--- config.mk ---
export PLATFORM = sky130hd
export DESIGN_NAME = ovn_mul
export DESIGN_NICKNAME = d
export VERILOG_FILES = /design/src/rtl/core/ovn_pkg.sv /design/src/rtl/core/ovn_mul.sv
export SDC_FILE = /design/constraint.sdc
export NUM_CORES = 2
export LEC_CHECK = 0
export BUFFER_PORTS_ARGS = -buffer_cell sky130_fd_sc_hd__buf_2
export CORE_ASPECT_RATIO = 1.2
export CORE_MARGIN = 4
export CORE_UTILIZATION = 60
export CTS_CLUSTER_SIZE = 28
export DETAILED_ROUTE_END_ITERATION = 7
export PLACE_DENSITY = 0.8
export SLEW_MARGIN = 20
export SYNTH_ARGS = -nofsm -noshare
export SYNTH_HDL_FRONTEND = slang
export SYNTH_SLANG_ARGS = --single-unit
--- constraint.sdc ---
create_clock -name i_clk -period 8.8 [get_ports i_clk]
set_input_delay 1.32 -clock i_clk [delete_from_list [all_inputs] [get_ports i_clk]]
set_output_delay 1.32 -clock i_clk [all_outputs]
set_load 0.02 [all_outputs]
--- src/rtl/core/ovn_pkg.sv ---
// ovn_pkg: shared types, constants and register codes of the octave value noise block
// no dependencies; used by every module under rtl/core
package ovn_pkg;

    localparam int MAX_OCTAVES_DEF = 16;
    localparam int FRAC_BITS_DEF   = 16;

    // operand width of the shared signed multiplier
    localparam int MW     = 36;
    // divisor width of the shared divider
    localparam int DSW    = 16;
    localparam int CFG_AW = 5;
    localparam int SUM_W  = 40;

    localparam int          HASH_SHIFT = 13;
    localparam logic [31:0] HASH_M1    = 32'd15731;
    localparam logic [31:0] HASH_A1    = 32'd789221;
    localparam logic [31:0] HASH_M2    = 32'd1376312589;
    localparam logic [31:0] HASH_MASK  = 32'h7fff_ffff;
    localparam logic [31:0] GAIN_CAP   = 32'hffff_ffff;
    localparam logic signed [MW-1:0] ONE_Q30 = MW'(36'sh0_4000_0000);
    localparam logic signed [SUM_W-1:0] SUM_MAX = 40'sh7f_ffff_ffff;
    localparam logic signed [SUM_W-1:0] SUM_MIN = 40'sh80_0000_0000;

    typedef enum logic [2:0] {
        REG_SEED      = 3'd0,
        REG_PERIOD    = 3'd1,
        REG_AMPLITUDE = 3'd2,
        REG_OCTAVES   = 3'd3,
        REG_PERSIST   = 3'd4,
        REG_INTERP    = 3'd5
    } t_reg;

    typedef struct packed {
        logic [31:0] seed;
        logic [15:0] period;
        logic [15:0] amplitude;
        logic [4:0]  octave_count;
        logic [15:0] persistence;
        logic        interp_mode;
    } t_cfg;

    typedef enum logic [4:0] {
        S_IDLE, S_SS, S_HS, S_HS2, S_OCT, S_DIV,
        S_LA, S_LB, S_LC, S_LD,
        S_B1, S_L2, S_C2, S_C3, S_C4, S_C5, S_C6,
        S_T, S_ACC, S_GDIV, S_DONE
    } t_state;

endpackage

--- src/rtl/core/ovn_mul.sv ---
// ovn_mul: shared signed multiplier with registered product
// depends on ovn_pkg for the operand width
module ovn_mul (
    input  logic                          i_clk,
    input  logic signed [ovn_pkg::MW-1:0] i_a,
    input  logic signed [ovn_pkg::MW-1:0] i_b,
    output logic signed [2*ovn_pkg::MW-1:0] o_prod
);
    logic signed [2*ovn_pkg::MW-1:0] r_prod;

    always_ff @(posedge i_clk) begin
        r_prod <= i_a * i_b;
    end

    assign o_prod = r_prod;
endmodule

==> qor.log <==
[clock_tree] maximum buffer depth of the clock tree 2
[routing] drt first pass iters 6
[sta] final setup fails 0
[sta] max-slew violation total from the final report 0
[routing] Routed WL 136 mm
[placed_design] I/O Buffers 144
[layout] post-route cell area 52100 µm²
[floorplanning] Die H 316 µm
[sta] Slew @ Worst Pin 598 ps
[layout] commonest non-fill, non-tap cell in the layout sky130_fd_sc_hd__fa_1
[routing] First DRT Iteration DRCs 2467
[critical_path] path type of the worst setup path in2reg
[floorplanning] Ports 145
[sta] slew margin rel. 59.8%
[global_route] via count of the first global-routing pass 40400
[sta] period utilisation layout 97.8%
[routing] Detail Route Antenna Nets 0
[logic_synthesis] Yosys Warn Count 0
[routing] number of remaining DRC errors 0
[logic_synthesis] sequential cell area fraction in the yosys report 3.04%
[floorplanning] Die Span X 265 µm
[routing] detail-routed net length per standard cell 21.2 µm
[critical_path] maximum net fanout on the critical path 10
[layout] highest-count cells in the layout ignoring fill and taps sky130_fd_sc_hd__fa_1 (1377), sky130_fd_sc_hd__inv_1 (1343), sky130_fd_sc_hd__nand2_1 (760)
[routing] Vias 35600
[logic_synthesis] synthesized flop and latch total 72
[sta] minimum setup slack in the final design 191 ps
[logic_synthesis] Most used DFF post-synth sky130_fd_sc_hd__dfxtp_1
[critical_path] largest stage delay on the critical path 600 ps
[clock_tree] clock transition time at the flip-flop clock pins of the worst setup and hold paths 80 ps
[clock_tree] # hold bufs at CTS 0
[critical_path] required time of the critical path 9080 ps
[layout] end-of-flow core utilization 66.8%
[floorplanning] Core ar. 78100 µm²
[logic_synthesis] synthesized instance count 5104
[routing] via/cell ratio 5.54
[critical_path] most frequent cell on the critical path sky130_fd_sc_hd__fa_1
[logic_synthesis] Cell variety after synth 65
[sta] top achievable clock speed 116 MHz
[floorplanning] Initial Util 60.8%
[critical_path] arrival time worst endpoint 8890 ps
[placed_design] placed cell areas 51600 µm²
[layout] share of final-layout standard cells stronger than drive strength 1 11.2%
[logic_synthesis] number of flops mapped to enable cells by yosys 0
[clock_tree] deepest level of the CTS H-tree 3
[flow_run] reported max-cap violation count 0
[global_route] first-pass GRT wire length 217 mm
[layout] number of flip-flops in the largest register 72
[placed_design] detailed-placement wirelength estimate 120 mm
[placed_design] setup slack after placement -480 ps
[layout] net total in the final layout 7054
[clock_tree] TritonCTS clock tree done
[logic_synthesis] fraction of synthesis flops using an asynchronous set or reset pin 0%
[clock_tree] buffer type at the clock tree root sky130_fd_sc_hd__clkbuf_16
[logic_synthesis] mean instance size in the synthesized netlist 9.29 µm²
[placed_design] global placement routability congestion 1.01
[global_route] all-layer global routing usage 34.1%
[logic_synthesis] top-area cell type share of the netlist area 58.2%
[critical_path] cell at the slowest stage of the critical path sky130_fd_sc_hd__or4b_1
[sta] min cycle time layout 8610 ps
[critical_path] endpoint class of the critical path register
[clock_tree] sinks on the clock net 72
[layout] P&R area growth vs syn 9.87%
[global_route] total grt overflow 0
[floorplanning] area of the die 83600 µm²
[global_route] number of antenna violations at the first check in global routing 12
[global_route] largest net degree at the start of global routing 24
[sta] Fin Setup TNS 0 ps
[logic_synthesis] cell type contributing the most total cell area after synthesis sky130_fd_sc_hd__fa_1
[status] run status finished, final reports clean
[worst_hold_path] HP Class in2reg
[logic_synthesis] post-synth design cell area 47400 µm²
[sta] Fin. Hold Viols 0
[floorplanning] cell row count 112
[logic_synthesis] Synth Net Count 6775
[clock_tree] cts bufs inserted 9
[critical_path] startpoint kind of the worst setup timing path input pin
[logic_synthesis] top post-synthesis cells by area sky130_fd_sc_hd__fa_1 (58%), sky130_fd_sc_hd__inv_1 (11%), sky130_fd_sc_hd__and2_1 (7.4%), sky130_fd_sc_hd__nand2_1 (6.0%), sky130_fd_sc_hd__ha_1 (5.8%)
-- Yosys cell counts, types with 29 or more instances --
cell type,count
sky130_fd_sc_hd__fa_1,1379
sky130_fd_sc_hd__inv_1,1344
sky130_fd_sc_hd__nand2_1,760
sky130_fd_sc_hd__and2_1,559
sky130_fd_sc_hd__clkbuf_1,287
sky130_fd_sc_hd__ha_1,219
sky130_fd_sc_hd__dfxtp_1,72
sky130_fd_sc_hd__a21oi_1,69
sky130_fd_sc_hd__xnor2_1,52
sky130_fd_sc_hd__nor2_1,43
sky130_fd_sc_hd__a21o_1,37
sky130_fd_sc_hd__nor2b_1,36
sky130_fd_sc_hd__o21ai_0,29
-- layer usage --
layer  up-vias  track usage [%]  share of wire [%]
li1      14900                -                  -
met1     18400             35.2                 30
met2      1609             60.6                 53
met3       654             5.42                6.1
met4         4             28.8                 11
met5         -                0              0.022
-- critical path, delay by kind of cell --
kind / cells / cell delay (ps)
and+or+nand+nor: 3 / 800
xor gates and xnor gates: 1 / 150
adders and majority gates: 9 / 4070
AOI/OAI and AO/OA: 6 / 1220
buffers and inverters: 10 / 1340
-- repair_timing --
action | 4_1_cts | 5_1_grt
gates cloned | 0 | 0
pin swaps | 0 | 1
setup buffers | 0 | 1
setup endpoints to repair | 1 | 13
gates resized for setup | 1 | 26
-- cell families after synthesis --
logic type / Yosys count / share of synthesized area, %
muxes: 2 / 0.0448
adders and majority gates: 1598 / 64.0
buffers and inverters: 1637 / 13.0
xor gates and xnor gates: 80 / 1.48
and+or+nand+nor: 1487 / 15.4
AOI/OAI and AO/OA: 228 / 3.09
DFF: 72 / 3.04
-- through the flow --
stage,hold WS (ps),cells
finish,1790,6427
global route,1780,6419
CTS,1760,6413
detailed placement,1740,6397
global placement,1740,6397
floorplan,1640,5104
-- worst paths after layout --
path	cells after the start	endpoint	slack, ps	startpoint
setup / recovery	29	o_prod[64]	190	i_b[11]
hold / removal	4	o_prod[0]	1790	i_b[0]
-- final cells by class --
cell class              count  area, µm²
fillers                  6062      25900
inverters                1344       5040
well taps                1026       1280
diodes                     13       32.5
repair buffers            561       4090
clock inverters             7        101
clock buffers               9        225
multi-input cells        3395      39900
flip-flops and latches     72       1440
Power is not shown: default switching activity piles up to over one toggle a cycle in this logic, so the estimate is an artifact.
