[src/rtl/core/ovn_pkg.sv]
// ovn_pkg: shared types, constants and register codes of the octave value noise block
// no dependencies; used by every module under rtl/core
package ovn_pkg;

    localparam int MAX_OCTAVES_DEF = 16;
    localparam int FRAC_BITS_DEF   = 16;

    // operand width of the shared signed multiplier
    localparam int MW     = 36;
    // divisor width of the shared divider
    localparam int DSW    = 16;
    localparam int CFG_AW = 5;
    localparam int SUM_W  = 40;

    localparam int          HASH_SHIFT = 13;
    localparam logic [31:0] HASH_M1    = 32'd15731;
    localparam logic [31:0] HASH_A1    = 32'd789221;
    localparam logic [31:0] HASH_M2    = 32'd1376312589;
    localparam logic [31:0] HASH_MASK  = 32'h7fff_ffff;
    localparam logic [31:0] GAIN_CAP   = 32'hffff_ffff;
    localparam logic signed [MW-1:0] ONE_Q30 = MW'(36'sh0_4000_0000);
    localparam logic signed [SUM_W-1:0] SUM_MAX = 40'sh7f_ffff_ffff;
    localparam logic signed [SUM_W-1:0] SUM_MIN = 40'sh80_0000_0000;

    typedef enum logic [2:0] {
        REG_SEED      = 3'd0,
        REG_PERIOD    = 3'd1,
        REG_AMPLITUDE = 3'd2,
        REG_OCTAVES   = 3'd3,
        REG_PERSIST   = 3'd4,
        REG_INTERP    = 3'd5
    } t_reg;

    typedef struct packed {
        logic [31:0] seed;
        logic [15:0] period;
        logic [15:0] amplitude;
        logic [4:0]  octave_count;
        logic [15:0] persistence;
        logic        interp_mode;
    } t_cfg;

    typedef enum logic [4:0] {
        S_IDLE, S_SS, S_HS, S_HS2, S_OCT, S_DIV,
        S_LA, S_LB, S_LC, S_LD,
        S_B1, S_L2, S_C2, S_C3, S_C4, S_C5, S_C6,
        S_T, S_ACC, S_GDIV, S_DONE
    } t_state;

endpackage

[src/rtl/core/ovn_div.sv]
// ovn_div: restoring divider, one quotient bit per cycle
// depends on ovn_pkg for the divisor width
module ovn_div #(
    parameter int DVW = 78
) (
    input  logic                     i_clk,
    input  logic                     i_rst_n,
    input  logic                     i_start,
    input  logic [DVW-1:0]           i_dividend,
    input  logic [ovn_pkg::DSW-1:0]  i_divisor,
    output logic                     o_done,
    output logic [DVW-1:0]           o_quo
);
    localparam int CW = $clog2(DVW);

    logic                    r_busy;
    logic                    r_done;
    logic [CW-1:0]           r_cnt;
    logic [ovn_pkg::DSW-1:0] r_dsr;
    logic [ovn_pkg::DSW-1:0] r_rem;
    logic [DVW-1:0]          r_quo;
    logic [ovn_pkg::DSW:0]   trial;
    logic                    fits;

    assign trial = {r_rem, r_quo[DVW-1]};
    assign fits  = trial >= {1'b0, r_dsr};

    always_ff @(posedge i_clk) begin
        if (!i_rst_n) begin
            r_busy <= 1'b0;
            r_done <= 1'b0;
            r_cnt  <= '0;
        end else begin
            r_done <= 1'b0;
            if (i_start) begin
                r_busy <= 1'b1;
                r_cnt  <= '0;
            end else if (r_busy) begin
                r_cnt <= r_cnt + 1'b1;
                if (r_cnt == CW'(DVW - 1)) begin
                    r_busy <= 1'b0;
                    r_done <= 1'b1;
                end
            end
        end
    end

    always_ff @(posedge i_clk) begin
        if (i_start) begin
            r_dsr <= i_divisor;
            r_rem <= '0;
            r_quo <= i_dividend;
        end else if (r_busy) begin
            r_rem <= fits ? ovn_pkg::DSW'(trial - {1'b0, r_dsr}) : trial[ovn_pkg::DSW-1:0];
            r_quo <= {r_quo[DVW-2:0], fits};
        end
    end

    assign o_done = r_done;
    assign o_quo  = r_quo;
endmodule

[config.mk]
export PLATFORM = sky130hd
export DESIGN_NAME = ovn_div
export DESIGN_NICKNAME = d
export VERILOG_FILES = /design/src/rtl/core/ovn_pkg.sv /design/src/rtl/core/ovn_div.sv
export SDC_FILE = /design/constraint.sdc
export NUM_CORES = 1
export LEC_CHECK = 0
export BUFFER_PORTS_ARGS = -buffer_cell sky130_fd_sc_hd__clkbuf_2
export CORE_ASPECT_RATIO = 0.8
export CORE_MARGIN = 2
export CORE_UTILIZATION = 52
export CTS_CLUSTER_DIAMETER = 30
export DETAILED_ROUTE_END_ITERATION = 7
export MAX_ROUTING_LAYER = met4
export PLACE_DENSITY = 0.8
export SLEW_MARGIN = 20
export SYNTH_ARGS = -nofsm -noshare
export SYNTH_HDL_FRONTEND = slang
export SYNTH_SLANG_ARGS = --single-unit
[constraint.sdc]
create_clock -name i_clk -period 3.2 [get_ports i_clk]
set_clock_uncertainty 0.05 [all_clocks]
set_input_delay 0.64 -clock i_clk [delete_from_list [all_inputs] [get_ports i_clk]]
set_output_delay 0.64 -clock i_clk [all_outputs]
set_load 0.1 [all_outputs]
==> results.cfg, run 1 <==
[sta]
period_share = 0.8905
hold_viol_final = 0
tightest_slew_ns = 0.8769
max_freq_mhz = 350.9
setup_viol = 0
rsz0062_at_grt = no
setup_tns_ns = 0
fin_crit_ns = 2.850
slew-limit-headroom = 0.4154
slew_violations = 0

[synth]
ys_seq_area_frac = 0.5615
postSynthAreaPerCell_sq_um = 12.70
synth_seq_cells = 119
synth_fp_nets = 582
synth_warnings = 0
ys.flop_type = edfxtp_1
synth_edf_count = 94
syn_area_sq_um = 5918
ys_types = 61
synth_async_sr_flop_share = 0
syn_inst = 466

[detailed_routing]
vias = 4494
ant_nets = 0
wl_met3_um = 854
via_per_inst = 5.639
firstDrtPassIters = 5
drt-initial-drc-count = 374
top_layer = met4
wl_met1_um = 6682
drt-wirelength-per-cell_um = 18.34
drc = 0
routed-wl-met2_um = 6880
drt_wl_total_um = 14620

[run_status]
outcome = complete, no violations

[floorplanning]
rows = 34
initial_core_util = 0.5392
die_h_um = 99.42
ios = 176
core_sq_um = 10980
dieWidth_um = 123.3
die_area_sq_um = 12260

[worst_setup_path]
path_class = flip-flop to flip-flop
rr_startpoint = r_dsr[6]
start_kind = flip-flop
endpoint_kind = flip-flop
crit_arrival_ns = 2.95
path_cells = inv_1 > ha_1 > a21oi_2 > o21ai_1 > a221oi_2 > a21o_1 > nand2_1 > mux2_2
slowest_delay_ns = 0.55
cp.required_ns = 3.30
crit_start = r_dsr[6]
crit_fanout = 17
crit_slowest_cell = a21o_1

[power]
irDropWorstVdd_uv = 479.3
cellPowerDensity_nw_per_um2 = 706.2
power.static_leakage_uw = 0.003173

[clock_tree]
htreeDepth = 4
cts_tree = done
clock_latency_ns = 0.41
cts_resized = 0
clk_path_buf_depth = 2
clk_pin_slew_worst_paths_ns = 0.06
postCtsHoldBufs = 0
root_buffer = clkbuf_16
numClockSinks = 119
postCtsSetupRepairBufs = 0
cts_buffers = 17

[global_routing]
grt_pass1_vias = 4495
antenna_found_initial = 0
grt_usage = 0.2523
overflow = 0
grt_start_max_net_pins = 70
grt_pass1_wl_um = 22850

[final_layout]
finish.net_count = 756
final_common_cell = clkbuf_2
antenna_cells = 0
mostFrequentLayoutCells = 174 x clkbuf_2, 94 x edfxtp_1, 78 x mux2_2
layout.cells.non_filler = 797
drive_gt1_frac = 0.4564
area_delta_synth_final_pct = 26.68

[placement]
dp_hpwl_um = 10530
place_congestion = 0.8843
place_inst = 765
port_buffers = 175

[min_path]
hp-class = input pin to flip-flop
min_from = i_divisor[10]

[job]
max_cap_violations = 0
-- metal layers --
metal  vias up  global-route usage
met4         0             0.08479
met1      2186              0.3476
met5         -                   -
met3        19             0.05447
met2       161              0.3732
li1       2128                   -
-- power breakdown --
part	internal [uW]	switching, uW
Combinational	323	1100
Sequential	1840	82.5
Clock	1230	715
Total	3390	1900
-- cells by family after synthesis --
kind of cell / share of synthesized area
buffers and inverters: 0.03488
multiplexers: 0.1501
XOR/XNOR: 0.01776
AND/OR/NAND/NOR: 0.08224
flip-flops: 0.5615
adder cells (fa/ha/maj): 0.04144
AO/OA/AOI/OAI: 0.1121
-- path summary, 6_finish.rpt --
path / cells past startpoint / slack [ns] / endpoint
hold / removal: 1 / 0.35 / r_dsr[10]
hold reg to reg: 2 / 0.45 / r_cnt[6]
setup / recovery: 8 / 0.35 / o_quo[0]
setup reg to reg: 8 / 0.35 / o_quo[0]
-- worst max-delay path, delay by kind of cell, from the launching register on --
family          cells  cell delay (ns)
simple gates        1             0.17
flops               1             0.33
fa+ha+maj           1             0.42
compound gates      4             1.28
mux                 1             0.30
buf+inv             1             0.05
-- sequential cells by signal, summed over array words and instances (netlist names) --
signal	flops
r_dsr	16
r_cnt	7
o_quo	78
r_busy	1
o_done	1
r_rem	16
-- synthesized netlist by cell type (4+ instances only) --
cell type,number,area share
a41oi_1,4,0.0059
ha_1,18,0.038
mux2_2,78,0.15
edfxtp_1,94,0.48
o211ai_1,4,0.0051
a21oi_1,18,0.015
inv_1,23,0.015
or3_1,6,0.0063
nand2_1,15,0.0095
a311oi_1,9,0.013
dfxtp_1,25,0.085
nor2_1,29,0.018
a21o_1,8,0.010
o21ai_0,16,0.014
buf_2,6,0.0051
clkbuf_1,12,0.0076
nand3_1,21,0.018
xor2_1,9,0.013
-- cell type report --
type                            count  area (sq um)
Fill cell                         817          3478
Sequential cell                   119          3323
Multi-Input combinational cell    299          2389
Timing Repair Buffer              180         915.9
Clock buffer                       17         425.4
Tap cell                          144         180.2
Clock inverter                     15         177.7
Inverter                           23         86.33
-- through the flow --
step           cell area (sq um)  worst slack (ns)  total power (uW)  utilization  hold WS [ns]
2_1_floorplan               5918            0.2857              3104            -        0.4056
3_5_place_dp                6894            0.4221              3372       0.6281        0.4239
5_1_grt                     7497            0.1551              5460       0.6831        0.3450
3_3_place_gp                6894            0.5350              3351       0.6281        0.4198
6_report                    7497            0.3503              5294       0.6831        0.3539
4_1_cts                     7497            0.4129              5315       0.6831        0.3434
Power figures use the tool's default switching activity.
==> run 2: changes to the inputs <==
Settings changed: CORE_UTILIZATION 52 to 47, PLACE_DENSITY 0.8 to 0.77.
Clock period 3.2 ns to 2.35 ns, I/O delays scaled along.
==> run 2 against run 1 <==
  * The flow now finishes with violations (setup timing)
  * Sequential cell count unchanged
  * Count of clock-buffer cells in the layout increased by 4
  * Setup slack worse by 0.36 ns
  * Global-route usage shrank 2.8 points
  * Combinational power is 48% higher
  * Wire length rose by 2.1%
  * Non-clock buffer count up 36
  * Fmax increased by 21%
==> results.cfg, run 2 (same netlist as run 1, synthesis figures left out) <==
[run_status]
outcome = finished with violations
violations = setup timing

[sta]
hold_ws_ns = 0.1829
period_share = 1.003
setup_viol = 1
fin_crit_ns = 2.357
slew_violations = 0
tightest_slew_ns = 0.5783
max_freq_mhz = 424.3
hold_viol_final = 0
slew-limit-headroom = 0.6161
setup_slack_ns = -0.006690
rsz0062_at_grt = yes

[job]
max_cap_violations = 0

[global_routing]
grt_usage = 0.2239
grt_pass1_wl_um = 22830
grt_pass1_vias = 4511
grt_start_max_net_pins = 56
overflow = 0
antenna_found_initial = 0

[final_layout]
area_delta_synth_final_pct = 35.88
layout.cells.non_filler = 860
fillers = 926
antenna_cells = 0
mostFrequentLayoutCells = 174 x clkbuf_2, 94 x edfxtp_1, 78 x mux2_2
final_common_cell = clkbuf_2
largest_reg_flops = 78
drive_gt1_frac = 0.5269
finish.net_count = 792

[floorplanning]
die_area_sq_um = 13510
rows = 36
die_h_um = 104.4
dieWidth_um = 129.5
core_sq_um = 12250
ios = 176
initial_core_util = 0.4830

[power]
irDropWorstVdd_uv = 649.9
power.static_leakage_uw = 0.003363
cellPowerDensity_nw_per_um2 = 918.8
p_total_uw = 7389

[worst_setup_path]
endpoint_kind = flip-flop
cp.required_ns = 2.63
rr_startpoint = r_dsr[4]
crit_fanout = 5
start_kind = flip-flop
crit_start = r_dsr[4]
crit_arrival_ns = 2.63
path_class = flip-flop to flip-flop

[placement]
place_congestion = 0.9295
place_inst = 821
post-place-ws_ns = -0.01456
dp_hpwl_um = 10490
port_buffers = 175

[detailed_routing]
drt_wl_total_um = 14930
top_layer = met4
routed-wl-met2_um = 6871
via_per_inst = 5.441
drc = 0
ant_nets = 0
firstDrtPassIters = 5
drt-wirelength-per-cell_um = 17.36
drt-initial-drc-count = 352
vias = 4679
wl_met1_um = 6545
wl_met3_um = 1087

[clock_tree]
clock_latency_ns = 0.41
postCtsHoldBufs = 0
clk_pin_slew_worst_paths_ns = 0.06
cts_buffers = 17
cts_tree = done
numClockSinks = 119
htreeDepth = 4
root_buffer = clkbuf_16
clk_path_buf_depth = 2

[min_path]
min_from = i_divisor[8]
hp-class = input pin to flip-flop
-- run 2: cell count changes in the layout (fill, tap and decap cells not counted), moves of 3 or more --
cell      previous run  this run
buf_4                6        36
a21oi_1             18        13
a21oi_2              2         7
clkinv_4             4         0
clkbuf_1             0         3
inv_1               22        18
buf_12               0         4
ha_4                 0         9
inv_2                1         4
ha_1                18         8
o21ai_0             16        13
-- run 2: layer usage --
layer | vias up | GRT usage
met5 | - | -
met4 | 0 | 0.09217
met3 | 40 | 0.04887
met2 | 213 | 0.3331
met1 | 2225 | 0.2980
li1 | 2201 | -
-- run 2: path summary, 6_finish.rpt --
check                   to  slack, ns  cells past startpoint
setup / recovery  r_rem[6]     -0.007                      9
hold / removal    r_dsr[8]       0.18                      1
setup reg to reg  r_rem[6]     -0.007                      9
hold reg to reg   r_cnt[5]       0.45                      2
-- run 2: layout make-up --
cell class	instances	area [sq um]	share of cell area
clock inverter	11	147.6	0.01836
sequential	119	3323	0.4133
multi-input combinational	299	2579	0.3207
clock buffer	21	450.4	0.05601
tap	171	214.0	0.02661
inverter	23	90.09	0.01120
timing repair buffer	216	1237	0.1539
-- run 2: critical path, cell delays in order, from the launching register on --
cell	delay, ns
edfxtp_1	0.34
inv_2	0.05
ha_4	0.30
nand2_2	0.06
a211o_1	0.27
a21o_1	0.18
a21o_1	0.26
buf_6	0.16
a221o_1	0.35
a311oi_2	0.25
-- run 2: what timing repair did --
item,CTS,global route
endpoints found under the setup margin,2,13
gates resized for setup,2,25
pin swaps,1,11
buffers inserted,0,6
cloned,0,1
-- run 2: per-stage QoR --
step	instance area, sq um	TNS [ns]	util
finish	8041	-0.006690	0.6564
global route	8041	-0.2002	0.6564
CTS	7851	0	0.6408
detailed placement	7248	-0.02642	0.5916
global placement	7248	0	0.5916
floorplan	5969	-4.349	-
-- run 2: report_power, final --
part	switching, uW	internal (uW)	total, uW
registers	114	2510	2620
clock network	947	1700	2640
logic	1550	566	2120
total	2610	4770	7390
==> run 3: changes to the inputs <==
Settings changed: CORE_UTILIZATION 47 to 41, PLACE_DENSITY 0.77 to 0.78.
==> run 3 against run 2 <==
  * The flow now finishes without violations
  * Combinational power barely moved
  * Worst hold slack got worse by 0.0080 ns
  * Largest cell class unchanged
  * Via count fell by 0.41%
  * Total power grew 2.6%
  * Largest power group unchanged
==> results.cfg, run 3 (same netlist as run 1, synthesis figures left out) <==
[placement]
port_buffers = 175
post-place-ws_ns = -0.05359
place_inst = 833
dp_hpwl_um = 10730
placed_cell_area_sq_um = 7244
place_congestion = 0.9150

[floorplanning]
initial_core_util = 0.4168
die_area_sq_um = 15420
rows = 39
ios = 176
core_sq_um = 14200
die_h_um = 111.5
dieWidth_um = 138.3

[min_path]
hold_depth = 1
hp-class = input pin to flip-flop
hold_end = r_dsr[6]
min_from = i_divisor[6]

[worst_setup_path]
endpoint_kind = flip-flop
r2r_cells = 8
rr_startpoint = r_dsr[0]
r2r_end = r_rem[10]
critical-path-top-delay-family = compound AO/OA/AOI/OAI gates
slowest_delay_ns = 0.42
path_class = flip-flop to flip-flop
crit_arrival_ns = 2.60
path_cells = ha_4 > fa_2 > or2b_4 > a21oi_2 > o2111a_2 > or3_1 > o211ai_1 > a311oi_1
crit_fanout = 4
critPathBufInv = 0
rrSetupSlack_ns = 0.007
start_kind = flip-flop
cp.required_ns = 2.61
crit_slowest_cell = edfxtp_1

[sta]
rsz0062_at_grt = yes
setup_viol = 0
max_freq_mhz = 426.7
fin_crit_ns = 2.343
hold_viol_final = 0
period_share = 0.9972
slew-limit-headroom = 0.6176
slew_violations = 0
tightest_slew_ns = 0.5761
setup_slack_ns = 0.006565

[run_status]
outcome = complete, no violations

[detailed_routing]
drt_wl_total_um = 15130
drc = 0
drt-wirelength-per-cell_um = 17.31
firstDrtPassIters = 8
ant_nets = 0
drt-initial-drc-count = 373
vias = 4660
via_per_inst = 5.332

[final_layout]
layout.cells.non_filler = 874
area_delta_synth_final_pct = 37.42
fin_area_sq_um = 8133
finish.net_count = 793
largest_reg_flops = 78
final_common_cell = clkbuf_2
drive_gt1_frac = 0.5304
antenna_cells = 0
mostFrequentLayoutCells = 174 x clkbuf_2, 94 x edfxtp_1, 78 x mux2_2

[clock_tree]
cts_tree = done
clock_latency_ns = 0.42
postCtsHoldBufs = 0
cts_buffers = 17
numClockSinks = 119
root_buffer = clkbuf_16
clk_path_buf_depth = 2
clk_pin_slew_worst_paths_ns = 0.06
htreeDepth = 4

[power]
pwr-share-seq = 0.347
switching_power_uw = 2634
cellPowerDensity_nw_per_um2 = 932.0
power.static_leakage_uw = 0.003385
power.internal_uw = 4946
switching_share = 0.3475
pwr-share-comb = 0.280
irDropWorstVdd_uv = 708.5
p_clk_frac = 0.373

[global_routing]
grt_start_max_net_pins = 51
grt_pass1_vias = 4694
grt_pass1_wl_um = 23840
overflow = 0
antenna_found_initial = 0
grt_usage = 0.2020

[job]
max_cap_violations = 0
-- run 3: cell types whose count changed in the layout (fill, tap and decap cells not counted), moves of 2 or more --
cell        before  now
a221oi_2         2    0
buf_6            1    3
bufinv_16        3    5
clkbuf_1         3    1
clkinv_1         0    2
clkinvlp_4       5    3
-- run 3: power groups by stage --
stage	combinational, uW	clock [uW]	sequential (uW)
5_1_grt	2220	2970	2660
2_1_floorplan	565	0	3670
3_5_place_dp	2030	0	2660
6_report	2120	2830	2630
4_1_cts	2060	2870	2630
3_3_place_gp	2000	0	2650
-- run 3: per-stage QoR --
stage / hold slack [ns] / util / setup TNS, ns / power (uW)
2_1_floorplan: 0.4056 / - / -4.349 / 4239
3_3_place_gp: 0.4198 / 0.5102 / 0 / 4657
3_5_place_dp: 0.4345 / 0.5102 / -0.05359 / 4686
4_1_cts: 0.1582 / 0.5592 / 0 / 7549
5_1_grt: 0.1524 / 0.5727 / -0.1933 / 7840
6_report: 0.1750 / 0.5727 / 0 / 7580
-- run 3: worst register-to-register path, stage by stage (launching register included) --
cell      delay [ns]
edfxtp_1        0.42
ha_4            0.20
fa_2            0.36
or2b_4          0.29
a21oi_2         0.16
o2111a_2        0.25
or3_1           0.11
o211ai_1        0.07
a311oi_1        0.32
-- run 3: metal layers --
metal	part of all wire	wire (um)	track usage
met1	0.44	6632	0.2540
met2	0.47	7165	0.3142
met3	0.073	1100	0.06624
met4	0.015	233	0.05850
met5	0	0	-
-- run 3: area by class of cell --
type / count / area [sq um]
repair buffers: 217 / 1242
clock buffers: 18 / 429.2
inverters: 23 / 90.09
multi-input cells: 299 / 2613
flip-flops and latches: 119 / 3323
fillers: 1118 / 6067
well taps: 184 / 230.2
clock inverters: 14 / 205.2
-- run 3: how the worst max path moves through the flow --
stage	depth (start not counted)	endpoint	start	slack [ns]
final	8	r_rem[10]	r_dsr[0]	0.007
after global routing	8	r_rem[10]	r_dsr[0]	-0.03
after CTS	8	r_rem[10]	r_dsr[0]	0.0005
after detailed placement	9	r_rem[6]	r_dsr[1]	-0.05
after global placement	9	r_rem[15]	r_dsr[11]	0.03
after floorplan	9	r_rem[12]	o_quo[77]	-0.40
-- run 3: what timing repair did --
item / 4_1_cts / 5_1_grt
pin swaps: 0 / 13
buffers inserted: 1 / 8
resized for setup: 9 / 27
endpoints found under the setup margin: 1 / 13
