--- src/rtl/core/ovn_pkg.sv ---
// ovn_pkg: shared types, constants and register codes of the octave value noise block
// no dependencies; used by every module under rtl/core
package ovn_pkg;

    localparam int MAX_OCTAVES_DEF = 16;
    localparam int FRAC_BITS_DEF   = 16;

    // operand width of the shared signed multiplier
    localparam int MW     = 36;
    // divisor width of the shared divider
    localparam int DSW    = 16;
    localparam int CFG_AW = 5;
    localparam int SUM_W  = 40;

    localparam int          HASH_SHIFT = 13;
    localparam logic [31:0] HASH_M1    = 32'd15731;
    localparam logic [31:0] HASH_A1    = 32'd789221;
    localparam logic [31:0] HASH_M2    = 32'd1376312589;
    localparam logic [31:0] HASH_MASK  = 32'h7fff_ffff;
    localparam logic [31:0] GAIN_CAP   = 32'hffff_ffff;
    localparam logic signed [MW-1:0] ONE_Q30 = MW'(36'sh0_4000_0000);
    localparam logic signed [SUM_W-1:0] SUM_MAX = 40'sh7f_ffff_ffff;
    localparam logic signed [SUM_W-1:0] SUM_MIN = 40'sh80_0000_0000;

    typedef enum logic [2:0] {
        REG_SEED      = 3'd0,
        REG_PERIOD    = 3'd1,
        REG_AMPLITUDE = 3'd2,
        REG_OCTAVES   = 3'd3,
        REG_PERSIST   = 3'd4,
        REG_INTERP    = 3'd5
    } t_reg;

    typedef struct packed {
        logic [31:0] seed;
        logic [15:0] period;
        logic [15:0] amplitude;
        logic [4:0]  octave_count;
        logic [15:0] persistence;
        logic        interp_mode;
    } t_cfg;

    typedef enum logic [4:0] {
        S_IDLE, S_SS, S_HS, S_HS2, S_OCT, S_DIV,
        S_LA, S_LB, S_LC, S_LD,
        S_B1, S_L2, S_C2, S_C3, S_C4, S_C5, S_C6,
        S_T, S_ACC, S_GDIV, S_DONE
    } t_state;

endpackage

--- src/rtl/core/ovn_cfg.sv ---
// ovn_cfg: APB-style register file for the noise settings
// depends on ovn_pkg for register codes and the settings struct
module ovn_cfg (
    input  logic                       i_clk,
    input  logic                       i_rst_n,
    input  logic                       psel,
    input  logic                       penable,
    input  logic                       pwrite,
    input  logic [ovn_pkg::CFG_AW-1:0] paddr,
    input  logic [31:0]                pwdata,
    output logic [31:0]                prdata,
    output logic                       pready,
    output ovn_pkg::t_cfg              o_cfg
);
    ovn_pkg::t_cfg r_cfg;
    ovn_pkg::t_reg sel;

    assign sel    = ovn_pkg::t_reg'(paddr[4:2]);
    assign pready = 1'b1;

    always_ff @(posedge i_clk) begin
        if (!i_rst_n) begin
            r_cfg.seed         <= '0;
            r_cfg.period       <= 16'd1;
            r_cfg.amplitude    <= 16'd256;
            r_cfg.octave_count <= 5'd1;
            r_cfg.persistence  <= 16'd256;
            r_cfg.interp_mode  <= 1'b1;
        end else if (psel && penable && pwrite) begin
            unique case (sel)
                ovn_pkg::REG_SEED:      r_cfg.seed         <= pwdata;
                ovn_pkg::REG_PERIOD:    r_cfg.period       <= pwdata[15:0];
                ovn_pkg::REG_AMPLITUDE: r_cfg.amplitude    <= pwdata[15:0];
                ovn_pkg::REG_OCTAVES:   r_cfg.octave_count <= pwdata[4:0];
                ovn_pkg::REG_PERSIST:   r_cfg.persistence  <= pwdata[15:0];
                ovn_pkg::REG_INTERP:    r_cfg.interp_mode  <= pwdata[0];
                default: ;
            endcase
        end
    end

    always_comb begin
        unique case (sel)
            ovn_pkg::REG_SEED:      prdata = r_cfg.seed;
            ovn_pkg::REG_PERIOD:    prdata = {16'd0, r_cfg.period};
            ovn_pkg::REG_AMPLITUDE: prdata = {16'd0, r_cfg.amplitude};
            ovn_pkg::REG_OCTAVES:   prdata = {27'd0, r_cfg.octave_count};
            ovn_pkg::REG_PERSIST:   prdata = {16'd0, r_cfg.persistence};
            ovn_pkg::REG_INTERP:    prdata = {31'd0, r_cfg.interp_mode};
            default:                prdata = '0;
        endcase
    end

    assign o_cfg = r_cfg;
endmodule

--- config.mk ---
export PLATFORM = sky130hd
export DESIGN_NAME = ovn_cfg
export DESIGN_NICKNAME = d
export VERILOG_FILES = /design/src/rtl/core/ovn_pkg.sv /design/src/rtl/core/ovn_cfg.sv
export SDC_FILE = /design/constraint.sdc
export NUM_CORES = 1
export LEC_CHECK = 0
export ABC_AREA = 1
export BUFFER_PORTS_ARGS = -buffer_cell sky130_fd_sc_hd__buf_2
export CORE_MARGIN = 5
export CORE_UTILIZATION = 40
export DETAILED_ROUTE_END_ITERATION = 10
export GPL_TIMING_DRIVEN = 0
export PLACE_DENSITY = 0.78
export SYNTH_ARGS = -nofsm -noshare
export SYNTH_HDL_FRONTEND = slang
export SYNTH_SLANG_ARGS = --single-unit
--- constraint.sdc ---
create_clock -name i_clk -period 1.5 [get_ports i_clk]
set_input_delay 0.15 -clock i_clk [delete_from_list [all_inputs] [get_ports i_clk]]
set_output_delay 0.15 -clock i_clk [all_outputs]
set_load 0.01 [all_outputs]
==> results.md, run 1 <==
- The final setup skew is 0 ns.
- The height of the die is 115 um.
- Yosys printed 0 warnings.
- The clock root buffer master is clkbuf_8.
- 161 I/O pins were placed.
- Clock tree synthesis inserted a total of 9 buffers.
- The total count of hold-check failures in the final report came to 0.
- The final critical path time including I/O delays and setup is 1.41 ns.
- The routed layout has 4,902 vias.
- The worst path required time is 1.35 ns.
- Power spread over the standard cell area amounts to 793 mW/mm2.
- The number of nets produced by synthesis is 754.
- In this design, the largest share of critical-path delay is due to buffers and inverters.
- Based on the critical path, the design can be clocked at up to 709 MHz.
- After routing, the total negative slack on setup checks comes to 0 ns.
- The post-detailed-placement half-perimeter wirelength is 11.1 mm.
- The die is 115 um wide.
- The combined global-route utilization of all metal layers is 21.8%.
- The startpoint identified for the worst hold timing path is pwdata[8].
- The count of nets left with antenna violations once routing finished came out at 0.
- After routing the design area is 0.00558 mm2.
- Setup violations remaining at the end of the flow were counted as 0.
- The region available for standard cell placement spans 0.0108 mm2.
- By instance count, the cell type seen most on the critical path is nand2_1.
- The synthesized instance count is 712.
- The residual overflow from global routing is 0.
- The die area is 0.0131 mm2.
- The number of buffers on the longest clock path is 2.
- The worst path uses 94.1% of the clock period.
- Of the cells placed in the final design, the portion with a size suffix greater than 1 is 25.0%.
- The flow ran to the end, and the final reports show no timing, DRC or antenna violations.
- The clock slew seen by the registers of the worst setup and hold paths is 0.08 ns.
- Synthesis inferred 86 register bits.
- Summing every instance area after synthesis gives 0.00438 mm2.
- In this run the worst path has a maximum fanout of 10.
- The path class of the lowest-slack min-delay path is in2reg.
- The post-synthesis sequential area ratio is 39.3%.
- The clock net sink count is 86.
- Relative to the synthesized area, the layout overhead comes to 27.4%.
- The signal on the critical path passes through buf_2 -> buf_6 -> nand2_1 -> nor2_4 -> buf_6 -> nand2_1 -> nand2_1 -> inv_1 -> nand2_1 -> buf_2.
- The latest clock arrival within the worst-skew pair is 0.36 ns.
- Counting both buffers and inverters, the worst setup path holds a total of 5.
- The number of flip-flops in the largest register is 86.
- Summing all multi-input logic gate instances after layout gives 0.00210 mm2.
- The startpoint of the worst setup timing path is paddr[2].
- CTS built an H-tree with a depth of 3.
- At the worst endpoint, the arrival time is 1.26 ns.
- After detailed routing, the average wire length per cell comes to 14.0 um.
- The class of the most critical setup path is in2out.
- The floorplan has 38 rows.
- The first routing iteration left 348 violations.
- The maximum vdd ir drop is 0.524 mV.
- The largest net degree at the start of global routing is 14.
- The count of filler cells inserted in the layout is 1,116.
- The net total in the final layout is 924.
- The measured slew at the worst slew-check pin is 0.582 ns.
- The initial core utilization is 40.6%.
- The number of optimization iterations in the first detailed-route pass is 5.
- The highest-delay cell along the critical path is nor2_4.
- The number of distinct library cell variants in the gate-level netlist after synthesis is 20.
- The repair_antennas step left the layout with diodes totalling 0.
- The count of unresolved DRC violations after routing is 0.
- The detail-routed via count per cell is 4.77.
- The number of antenna violations at the first check in global routing is 0.
- The last weighted congestion value of the routability-driven placer is 0.888.
- The largest incremental delay on the critical path is 0.17 ns.
- STA classifies the critical path endpoint as a primary output.
- The final wirelength is 14.3 mm.
- Setup repair after global routing left no endpoint under its margin.
- The number of global-route vias before repair came to 4,501.
- The start of the worst register-to-register path is o_cfg[53].
- Max-cap violations in this run came to 0.
- The mean instance size in the synthesized netlist is 6.15 um2.
- STA classifies the critical path startpoint as a primary input.
- The first-pass GRT wire length is 22.4 mm.
- The count of pins over their slew limit is 0.
- Summed over all cells, the static leakage comes to 2.94 nW.
- Across the whole layout, storage elements account for 0.00172 mm2.
- The hold buffer count at cts is 0.
- The post-placement cell area is 0.00533 mm2.
- Buffers placed on the I/O ports in this run total 155.
- In this run the tightest slew margin relative to its limit is 61.2%.
- TritonCTS built the clock tree.
## report_power, final
group	internal, mW	switching [mW]	total (mW)
combinational	0.179	0.337	0.516
clock	0.734	0.841	1.58
sequential	2.31	0.0233	2.33
## cells in the final DEF, fill, tap and decap left out, drive strengths merged
| cell type | instances |
|---|---|
| nand4 | 7 |
| nand2 | 192 |
| buf | 194 |
| clkinv | 2 |
| o21ai | 5 |
| a21oi | 1 |
| inv | 84 |
| nor2 | 202 |
| conb | 1 |
| clkbuf | 20 |
| nand3 | 92 |
| dfxtp | 86 |
| clkinvlp | 1 |
## final timing paths
check | endpoint | slack [ns] | depth (start not counted)
max | prdata[12] | 0.09 | 10
min | o_cfg[9] | 0.03 | 3
max reg2reg | o_cfg[53] | 0.86 | 2
min reg2reg | o_cfg[63] | 0.50 | 2
## repair_timing
action,CTS,global route
pin swaps,2,0
resized for setup,1,13
gates cloned,0,0
endpoints found under the setup margin,10,14
buffers inserted,4,0
## tightest hold or removal path: cells and delay by family
kind / cells / cell delay (ns)
simple gates: 2 / 0.11
buf+inv: 1 / 0.10
## kinds of logic (layout without fill, tap and decap cells)
family / count (synthesis) / in the layout / synth area share (%)
AO/OA/AOI/OAI: 6 / 6 / 0.686
AND/OR/NAND/NOR: 493 / 493 / 47.0
flip-flops: 86 / 86 / 39.3
buffers and inverters: 126 / 301 / 12.9
other: 1 / 1 / 0.0857
## cells in the mapped netlist, drive strengths merged
cell type    n  area, um2
nand3       92        475
conb         1       3.75
clkbuf       6       32.5
dfxtp       86       1720
nand4        7       43.8
o21ai        5       25.0
buf         36        219
inv         84        315
nand2      192        726
nor2       202        811
a21oi        1       5.00
## through the flow
| step | hold slack, ns | utilization (%) | std cells | setup slack, ns | power [mW] |
|---|---|---|---|---|---|
| floorplan | 0.276 | - | 712 | 0.369 | 2.69 |
| global placement | 0.401 | 49.4 | 1007 | -0.227 | 2.88 |
| detailed placement | 0.400 | 49.4 | 1007 | -0.225 | 2.88 |
| CTS | 0.0313 | 51.4 | 1027 | 0.0227 | 4.43 |
| global route | 0.0474 | 51.7 | 1027 | 0.00657 | 4.64 |
| finish | 0.0342 | 51.7 | 1027 | 0.0890 | 4.43 |
## metal layers
layer	track usage, %	part of all wire [%]	wire length [um]
met2	34.7	48	6830
met5	0	0	0
met3	6.13	8.4	1200
met1	28.0	41	5910
met4	7.92	2.8	404
## area by class of cell
| type | count | area share [%] |
|---|---|---|
| multi-input combinational | 500 | 37.6 |
| sequential | 86 | 30.9 |
| timing repair buffer | 159 | 14.5 |
| inverter | 84 | 5.70 |
| buffer | 42 | 4.87 |
| tap | 140 | 3.14 |
| clock buffer | 13 | 3.03 |
| clock inverter | 3 | 0.314 |
No activity file was read; power rests on OpenSTA's default activity.
==> inputs of run 2 (changes only) <==
--- a/config.mk
+++ b/config.mk
@@ -7,11 +7,13 @@
 export LEC_CHECK = 0
 export ABC_AREA = 1
 export BUFFER_PORTS_ARGS = -buffer_cell sky130_fd_sc_hd__buf_2
+export CELL_PAD_IN_SITES_DETAIL_PLACEMENT = 1
+export CELL_PAD_IN_SITES_GLOBAL_PLACEMENT = 2
 export CORE_MARGIN = 5
-export CORE_UTILIZATION = 40
+export CORE_UTILIZATION = 25
 export DETAILED_ROUTE_END_ITERATION = 10
 export GPL_TIMING_DRIVEN = 0
-export PLACE_DENSITY = 0.78
+export PLACE_DENSITY = 0.92
 export SYNTH_ARGS = -nofsm -noshare
 export SYNTH_HDL_FRONTEND = slang
 export SYNTH_SLANG_ARGS = --single-unit
==> constraint.sdc (replaced) <==
create_clock -name i_clk -period 1.4 [get_ports i_clk]
set_input_delay 0.14 -clock i_clk [delete_from_list [all_inputs] [get_ports i_clk]]
set_output_delay 0.14 -clock i_clk [all_outputs]
set_load 0.01 [all_outputs]
==> results.md, run 2 (synthesis results as in run 1) <==
- The total inserted antenna cells is 0 (unchanged).
- The met1 track demand over resource is 22.3% (was 28.0%).
- The clock net sink count is 86 (unchanged).
- The number of optimization iterations in the first detailed-route pass is 5 (unchanged).
- The first-pass GRT wire length came to 27.5 mm (was 22.4 mm).
- The floorplan die width is 142 um (was 115 um).
- The detailed-route via count came to 5,007 (was 4,902).
- RSZ-0062 raised after global routing: yes (was no).
- The number of flip-flops in the largest register came to 86 (unchanged).
- The final setup skew is 0 ns (unchanged).
- The most common library cell in the layout ignoring fill and taps is nor2_1 (unchanged).
- The final worst setup slack is 0.0645 ns (was 0.0890 ns).
- The critical-path maximum fanout was 10 (unchanged).
- The average routed wire per standard cell is 16.4 um (was 14.0 um).
- The leakage power was 3.08 nW (was 2.94 nW).
- The most used routing layer in global routing is met2 (unchanged).
- The category of the worst setup path launch point was a primary input (unchanged).
- The deepest level of the CTS H-tree is 3 (unchanged).
- The worst slack after detailed placement is -0.382 ns (was -0.225 ns).
- Run status: finished clean (unchanged).
- The met2 routing resource usage after global routing is 30.3% (was 34.7%).
- The worst path in the final design needs a cycle of 1.34 ns, including I/O delays and setup.
- The I/O pin total is 161 (unchanged).
- The post-route antenna net violation count is 0 (unchanged).
- The last weighted congestion value of the routability-driven placer is 0.829 (was 0.888).
- The met3 usage came to 3.36% (was 6.13%).
- Most used cells in the layout excluding fill and tap cells: nor2_1, nand2_1, buf_2 (unchanged).
- The number of antenna violations at the first check in global routing is 0 (unchanged).
- The largest net degree at the start of global routing is 15 (was 14).
- The detail-routed via count per cell came to 4.47 (was 4.77).
- The measured slew at the worst slew-check pin came to 0.640 ns (was 0.582 ns).
- The post-detailed-placement half-perimeter wirelength is 14.0 mm (was 11.1 mm).
- The number of buffers inserted during clock tree synthesis is 9 (unchanged).
- The path class of the lowest-slack min-delay path is in2reg (unchanged).
- The clock slew seen by the registers of the worst setup and hold paths came to 0.07 ns (was 0.08 ns).
- Crit path cell chain: buf_4 -> buf_6 -> nor2_4 -> buf_8 -> nand2_1 -> nand2_2 -> inv_1 -> nand2_1 -> buf_2 (was buf_2 -> buf_6 -> nand2_1 -> nor2_4 -> buf_6 -> nand2_1 -> nand2_1 -> inv_1 -> nand2_1 -> buf_2).
- The growth of design area from synthesis to finish is 36.9% (was 27.4%).
- The critical path's top delay family is buffers and inverters (unchanged).
- The arrival time at the worst endpoint was 1.20 ns (was 1.26 ns).
- The startpoint of the lowest-slack hold path is pwdata[8] (unchanged).
- The number of DRC violations after detailed-routing iteration 0 came to 236 (was 348).
- The start of the worst register-to-register path was o_cfg[30] (was o_cfg[53]).
- The max capacitance violation total was 0 (unchanged).
- The area inside the core boundary was 0.0172 mm2 (was 0.0108 mm2).
- The cell repeated most along the worst path is nand2_1 (unchanged).
- After layout, the worst path uses 95.4% of the clock period.
- The count of pins over their slew limit is 0 (unchanged).
- The number of buffer and inverter instances along the worst setup path is 5 (unchanged).
- The sum of internal, switching and leakage power was 5.77 mW (was 4.43 mW).
- The number of core rows is 48 (was 38).
- The latest clock arrival within the worst-skew pair is 0.34 ns (was 0.36 ns).
- The CTS tree was done (unchanged).
- The number of buffers on the longest clock path was 2 (unchanged).
- The combined global-route utilization of all metal layers came to 17.6% (was 21.8%).
- The setup violation total in the final timing report came to 0 (unchanged).
- The layout cell share with drive strength beyond 1 was 26.7% (was 25.0%).
- The final wirelength is 18.3 mm (was 14.3 mm).
- The count of filler cells inserted in the layout is 2,293 (was 1,116).
- Derived from the worst setup path, the maximum achievable clock frequency is 749 MHz.
- The highest-delay cell along the critical path is nor2_4 (unchanged).
- The count of input and output buffers was 155 (unchanged).
- The capturing element type of the critical path is a primary output (unchanged).
- The tightest slew margin relative to the limit is 57.3% (was 61.2%).
- The count of unresolved DRC violations after routing is 0 (unchanged).
- The net total in the final layout is 933 (was 924).
- The height of the die is 142 um (was 115 um).
- The class of the most critical setup path is in2out (unchanged).
- The die area is 0.0203 mm2 (was 0.0131 mm2).
- The clock root buffer master is clkbuf_16 (was clkbuf_8).
- The initial core utilization came to 25.4% (was 40.6%).
- The total count of hold-check failures in the final report is 0 (unchanged).
- The largest incremental delay on the critical path is 0.21 ns (was 0.17 ns).
- The residual overflow from global routing came to 0 (unchanged).
- The power density normalized to cell area is 962 mW/mm2 (was 793 mW/mm2).
- The maximum vdd ir drop is 0.572 mV (was 0.524 mV).
- The number of global-route vias before repair is 4,967 (was 4,501).
- The startpoint of the worst setup timing path was paddr[2] (unchanged).
- The worst path required time is 1.26 ns (was 1.35 ns).
-- run 2: cell types whose count changed in the layout (fill, tap and decap cells not counted), moves of 4 or more --
cell and delta:
buf_4 +7, buf_6 +4, clkbuf_16 +10, clkbuf_8 -13, buf_2 -4, nand2_1 -4
-- run 2: final cells by class --
| cell class | count | area (um2) | share of cell area [%] |
|---|---|---|---|
| clock buffers | 10 | 229 | 3.82 |
| well taps | 225 | 282 | 4.70 |
| inverters | 84 | 330 | 5.51 |
| plain buffers | 42 | 290 | 4.84 |
| clock inverters | 6 | 86.3 | 1.44 |
| flip-flops and latches | 86 | 1730 | 28.8 |
| multi-input cells | 500 | 2130 | 35.5 |
| repair buffers | 168 | 922 | 15.4 |
-- run 2: worst register-to-register path: stages, from the launching register on --
cell and delay (ns):
dfxtp_1 0.32, o21ai_0 0.10, nand3_1 0.10
-- run 2: worst paths after layout --
| kind | to | slack [ns] | cells after the start |
|---|---|---|---|
| setup / recovery | prdata[8] | 0.06 | 9 |
| hold / removal | o_cfg[9] | 0.04 | 3 |
| setup reg to reg | o_cfg[30] | 0.74 | 2 |
| hold reg to reg | o_cfg[38] | 0.49 | 2 |
-- run 2: what timing repair did --
item                                    CTS  global route
hold buffers                              0             0
endpoints found under the setup margin   14            25
resized for setup                        12            29
gates cloned                              1             1
setup buffers                             8             3
pin swaps                                 2             4
-- run 2: layer usage --
layer / part of all wire [%] / wire length, um / up-vias
li1: - / - / 2498
met4: 1.6 / 287 / 0
met3: 4.2 / 778 / 17
met1: 45 / 8300 / 2379
met5: 0 / 0 / -
met2: 49 / 8980 / 113
-- run 2: where the power goes --
group	internal (mW)	switching, mW	leakage [nW]
registers	2.48	0.0267	0.696
logic	0.223	0.409	2.23
clock network	1.56	1.07	0.152
total	4.26	1.50	3.08
-- run 2: through the flow --
stage          area, um2  TNS (ns)  std cells  hold slack (ns)  utilization [%]
2_1_floorplan       4380         0        712            0.266                -
3_3_place_gp        5440     -9.22       1092            0.393             31.5
3_5_place_dp        5440     -9.25       1092            0.392             31.5
4_1_cts             5850  -0.00742       1117           0.0284             33.9
5_1_grt             5990   -0.0718       1121           0.0657             34.8
6_report            5990         0       1121           0.0368             34.8
==> inputs of run 3 (changes only) <==
--- a/config.mk
+++ b/config.mk
@@ -14,6 +14,7 @@
 export DETAILED_ROUTE_END_ITERATION = 10
 export GPL_TIMING_DRIVEN = 0
 export PLACE_DENSITY = 0.92
+export RECOVER_POWER = 25
 export SYNTH_ARGS = -nofsm -noshare
 export SYNTH_HDL_FRONTEND = slang
 export SYNTH_SLANG_ARGS = --single-unit
==> results.md, run 3 (synthesis results as in run 1) <==
- The post-route antenna net violation count is 0 (unchanged).
- The growth of design area from synthesis to finish is 35.6% (was 36.9%).
- The most common library cell in the layout ignoring fill and taps is nor2_1 (unchanged).
- The total count of hold-check failures in the final report is 0 (unchanged).
- The count of input and output buffers is 155 (unchanged).
- The number of buffers inserted during clock tree synthesis is 9 (unchanged).
- The hold buffer count at cts is 0 (unchanged).
- The accumulated negative setup slack is 0 ns (unchanged).
- The number of optimization iterations in the first detailed-route pass is 4 (was 5).
- The max capacitance violation total was 0 (unchanged).
- The latest clock arrival within the worst-skew pair is 0.34 ns (about the same).
- The layout cell share with drive strength beyond 1 came to 22.0% (was 26.7%).
- The area inside the core boundary is 0.0172 mm2 (unchanged).
- The fraction of the cycle the final worst path needs is 95.3% (was 95.4%).
- The number of buffer and inverter instances along the worst setup path is 5 (unchanged).
- The number of standard cells in the layout, taps in and fillers out is 1,121 (unchanged).
- The worst slack after detailed placement is -0.382 ns (unchanged).
- The final critical path time including I/O delays and setup is 1.33 ns (was 1.34 ns).
- The count of unresolved DRC violations after routing is 0 (unchanged).
- The clock root buffer master is clkbuf_16 (unchanged).
- The final wirelength is 18.3 mm (unchanged).
- The wire length on met1 is 8.30 mm (about the same).
- The count of pins over their slew limit was 0 (unchanged).
- The total placed cells including tap cells is 1,092 (unchanged).
- The first-pass GRT wire length was 27.5 mm (unchanged).
- Crit path cell chain: buf_4 -> buf_6 -> nor2_4 -> buf_8 -> nand2_1 -> nand2_2 -> inv_1 -> nand2_1 -> buf_2 (unchanged).
- The total inserted antenna cells is 0 (unchanged).
- The initial core utilization was 25.4% (unchanged).
- The critical path's top delay family is buffers and inverters (unchanged).
- The number of antenna violations at the first check in global routing is 0 (unchanged).
- The largest incremental delay on the critical path is 0.21 ns (about the same).
- Run status: finished clean (unchanged).
- The net total in the final layout is 933 (unchanged).
- The final setup skew is 0 ns (unchanged).
- The clock slew seen by the registers of the worst setup and hold paths came to 0.07 ns (about the same).
- The highest-delay cell along the critical path is nor2_4 (unchanged).
- The deepest level of the CTS H-tree is 3 (unchanged).
- The category of the worst setup path launch point was a primary input (unchanged).
- The leakage power was 2.92 nW (was 3.08 nW).
- The I/O pin total was 161 (unchanged).
- The post-detailed-placement half-perimeter wirelength is 14.0 mm (unchanged).
- The number of buffers on the longest clock path is 2 (unchanged).
- The number of global-route vias before repair came to 4,967 (unchanged).
- The measured slew at the worst slew-check pin is 0.741 ns (was 0.640 ns).
- The number of flip-flops in the largest register is 86 (unchanged).
- The detail-routed via count per cell came to 4.46 (was 4.47).
- The class of the most critical setup path is in2out (unchanged).
- The met3 wire length is 748 um (was 778 um).
- The height of the die came to 142 um (unchanged).
- The setup violation total in the final timing report is 0 (unchanged).
- The average routed wire per standard cell came to 16.4 um (unchanged).
- The largest net degree at the start of global routing is 15 (unchanged).
- The last weighted congestion value of the routability-driven placer is 0.829 (unchanged).
- The number of DRC violations after detailed-routing iteration 0 came to 280 (was 236).
- The worst path required time is 1.26 ns (about the same).
- The sum of internal, switching and leakage power is 5.75 mW (was 5.77 mW).
- The floorplan die width is 142 um (unchanged).
- The CTS tree is done (unchanged).
- The capturing element type of the critical path is a primary output (unchanged).
- The clock net sink count is 86 (unchanged).
- The path class of the lowest-slack min-delay path is in2reg (unchanged).
- The tightest slew margin relative to the limit is 50.6% (was 57.3%).
- The cell repeated most along the worst path was nand2_1 (unchanged).
- The detailed-route via count came to 4,999 (was 5,007).
- The maximum vdd ir drop is 0.567 mV (was 0.572 mV).
- The combined global-route utilization of all metal layers was 17.6% (unchanged).
- The number of core rows was 48 (unchanged).
- The wire length on met2 is 9.01 mm (was 8.98 mm).
- The residual overflow from global routing is 0 (unchanged).
- RSZ-0062 raised after global routing: yes (unchanged).
- The critical-path maximum fanout is 10 (unchanged).
- The highest routed metal layer was met4 (unchanged).
- The arrival time at the worst endpoint is 1.19 ns (was 1.20 ns).
- The fmax came to 750 MHz (was 749 MHz).
- The power density normalized to cell area came to 968 mW/mm2 (was 962 mW/mm2).
- The final worst setup slack was 0.0660 ns (was 0.0645 ns).
- Most used cells in the layout excluding fill and tap cells: nor2_1, nand2_1, buf_2 (unchanged).
- The die area is 0.0203 mm2 (unchanged).
- The count of filler cells inserted in the layout is 2,306 (was 2,293).
-- run 3: tightest hold or removal path: cells and delay by family --
kind | cells | cell delay, ns
buffers and inverters | 1 | 0.10
AND/OR/NAND/NOR | 2 | 0.11
-- run 3: layout make-up --
class,instances,area [um2],share of cell area [%]
buffer,42,287,4.83
clock buffer,10,229,3.86
clock inverter,6,86.3,1.45
inverter,84,330,5.56
multi-input combinational,500,2130,35.8
sequential,86,1730,29.1
tap,225,282,4.74
timing repair buffer,168,872,14.7
-- run 3: final timing paths --
path,startpoint,endpoint,slack (ns),cells after the start
setup reg to reg,o_cfg[30],o_cfg[30],0.73,2
setup / recovery,paddr[2],prdata[8],0.07,9
hold / removal,pwdata[8],o_cfg[9],0.04,3
hold reg to reg,o_cfg[38],o_cfg[38],0.49,2
-- run 3: where the power goes --
group	internal [mW]	total [mW]	switching (mW)	leakage, nW
sequential	2.48	2.50	0.0273	0.696
combinational	0.219	0.628	0.409	2.07
clock	1.56	2.61	1.05	0.152
-- run 3: through the flow --
step | cell area [um2] | utilization [%] | hold slack [ns]
after global routing | 5940 | 34.5 | 0.0657
after global placement | 5440 | 31.5 | 0.393
after detailed placement | 5440 | 31.5 | 0.392
final | 5940 | 34.5 | 0.0417
after CTS | 5850 | 33.9 | 0.0284
after floorplan | 4380 | - | 0.266
-- run 3: layer usage --
metal,vias up,global-route usage [%]
met3,18,3.36
met5,-,0
met1,2371,22.3
li1,2502,-
met2,108,30.3
met4,0,5.65
-- run 3: what timing repair did --
item                       4_1_cts  5_1_grt
cloned                           1        1
pin swaps                        2        4
setup endpoints to repair       14       25
buffers inserted                 8        3
resized for setup               12       29
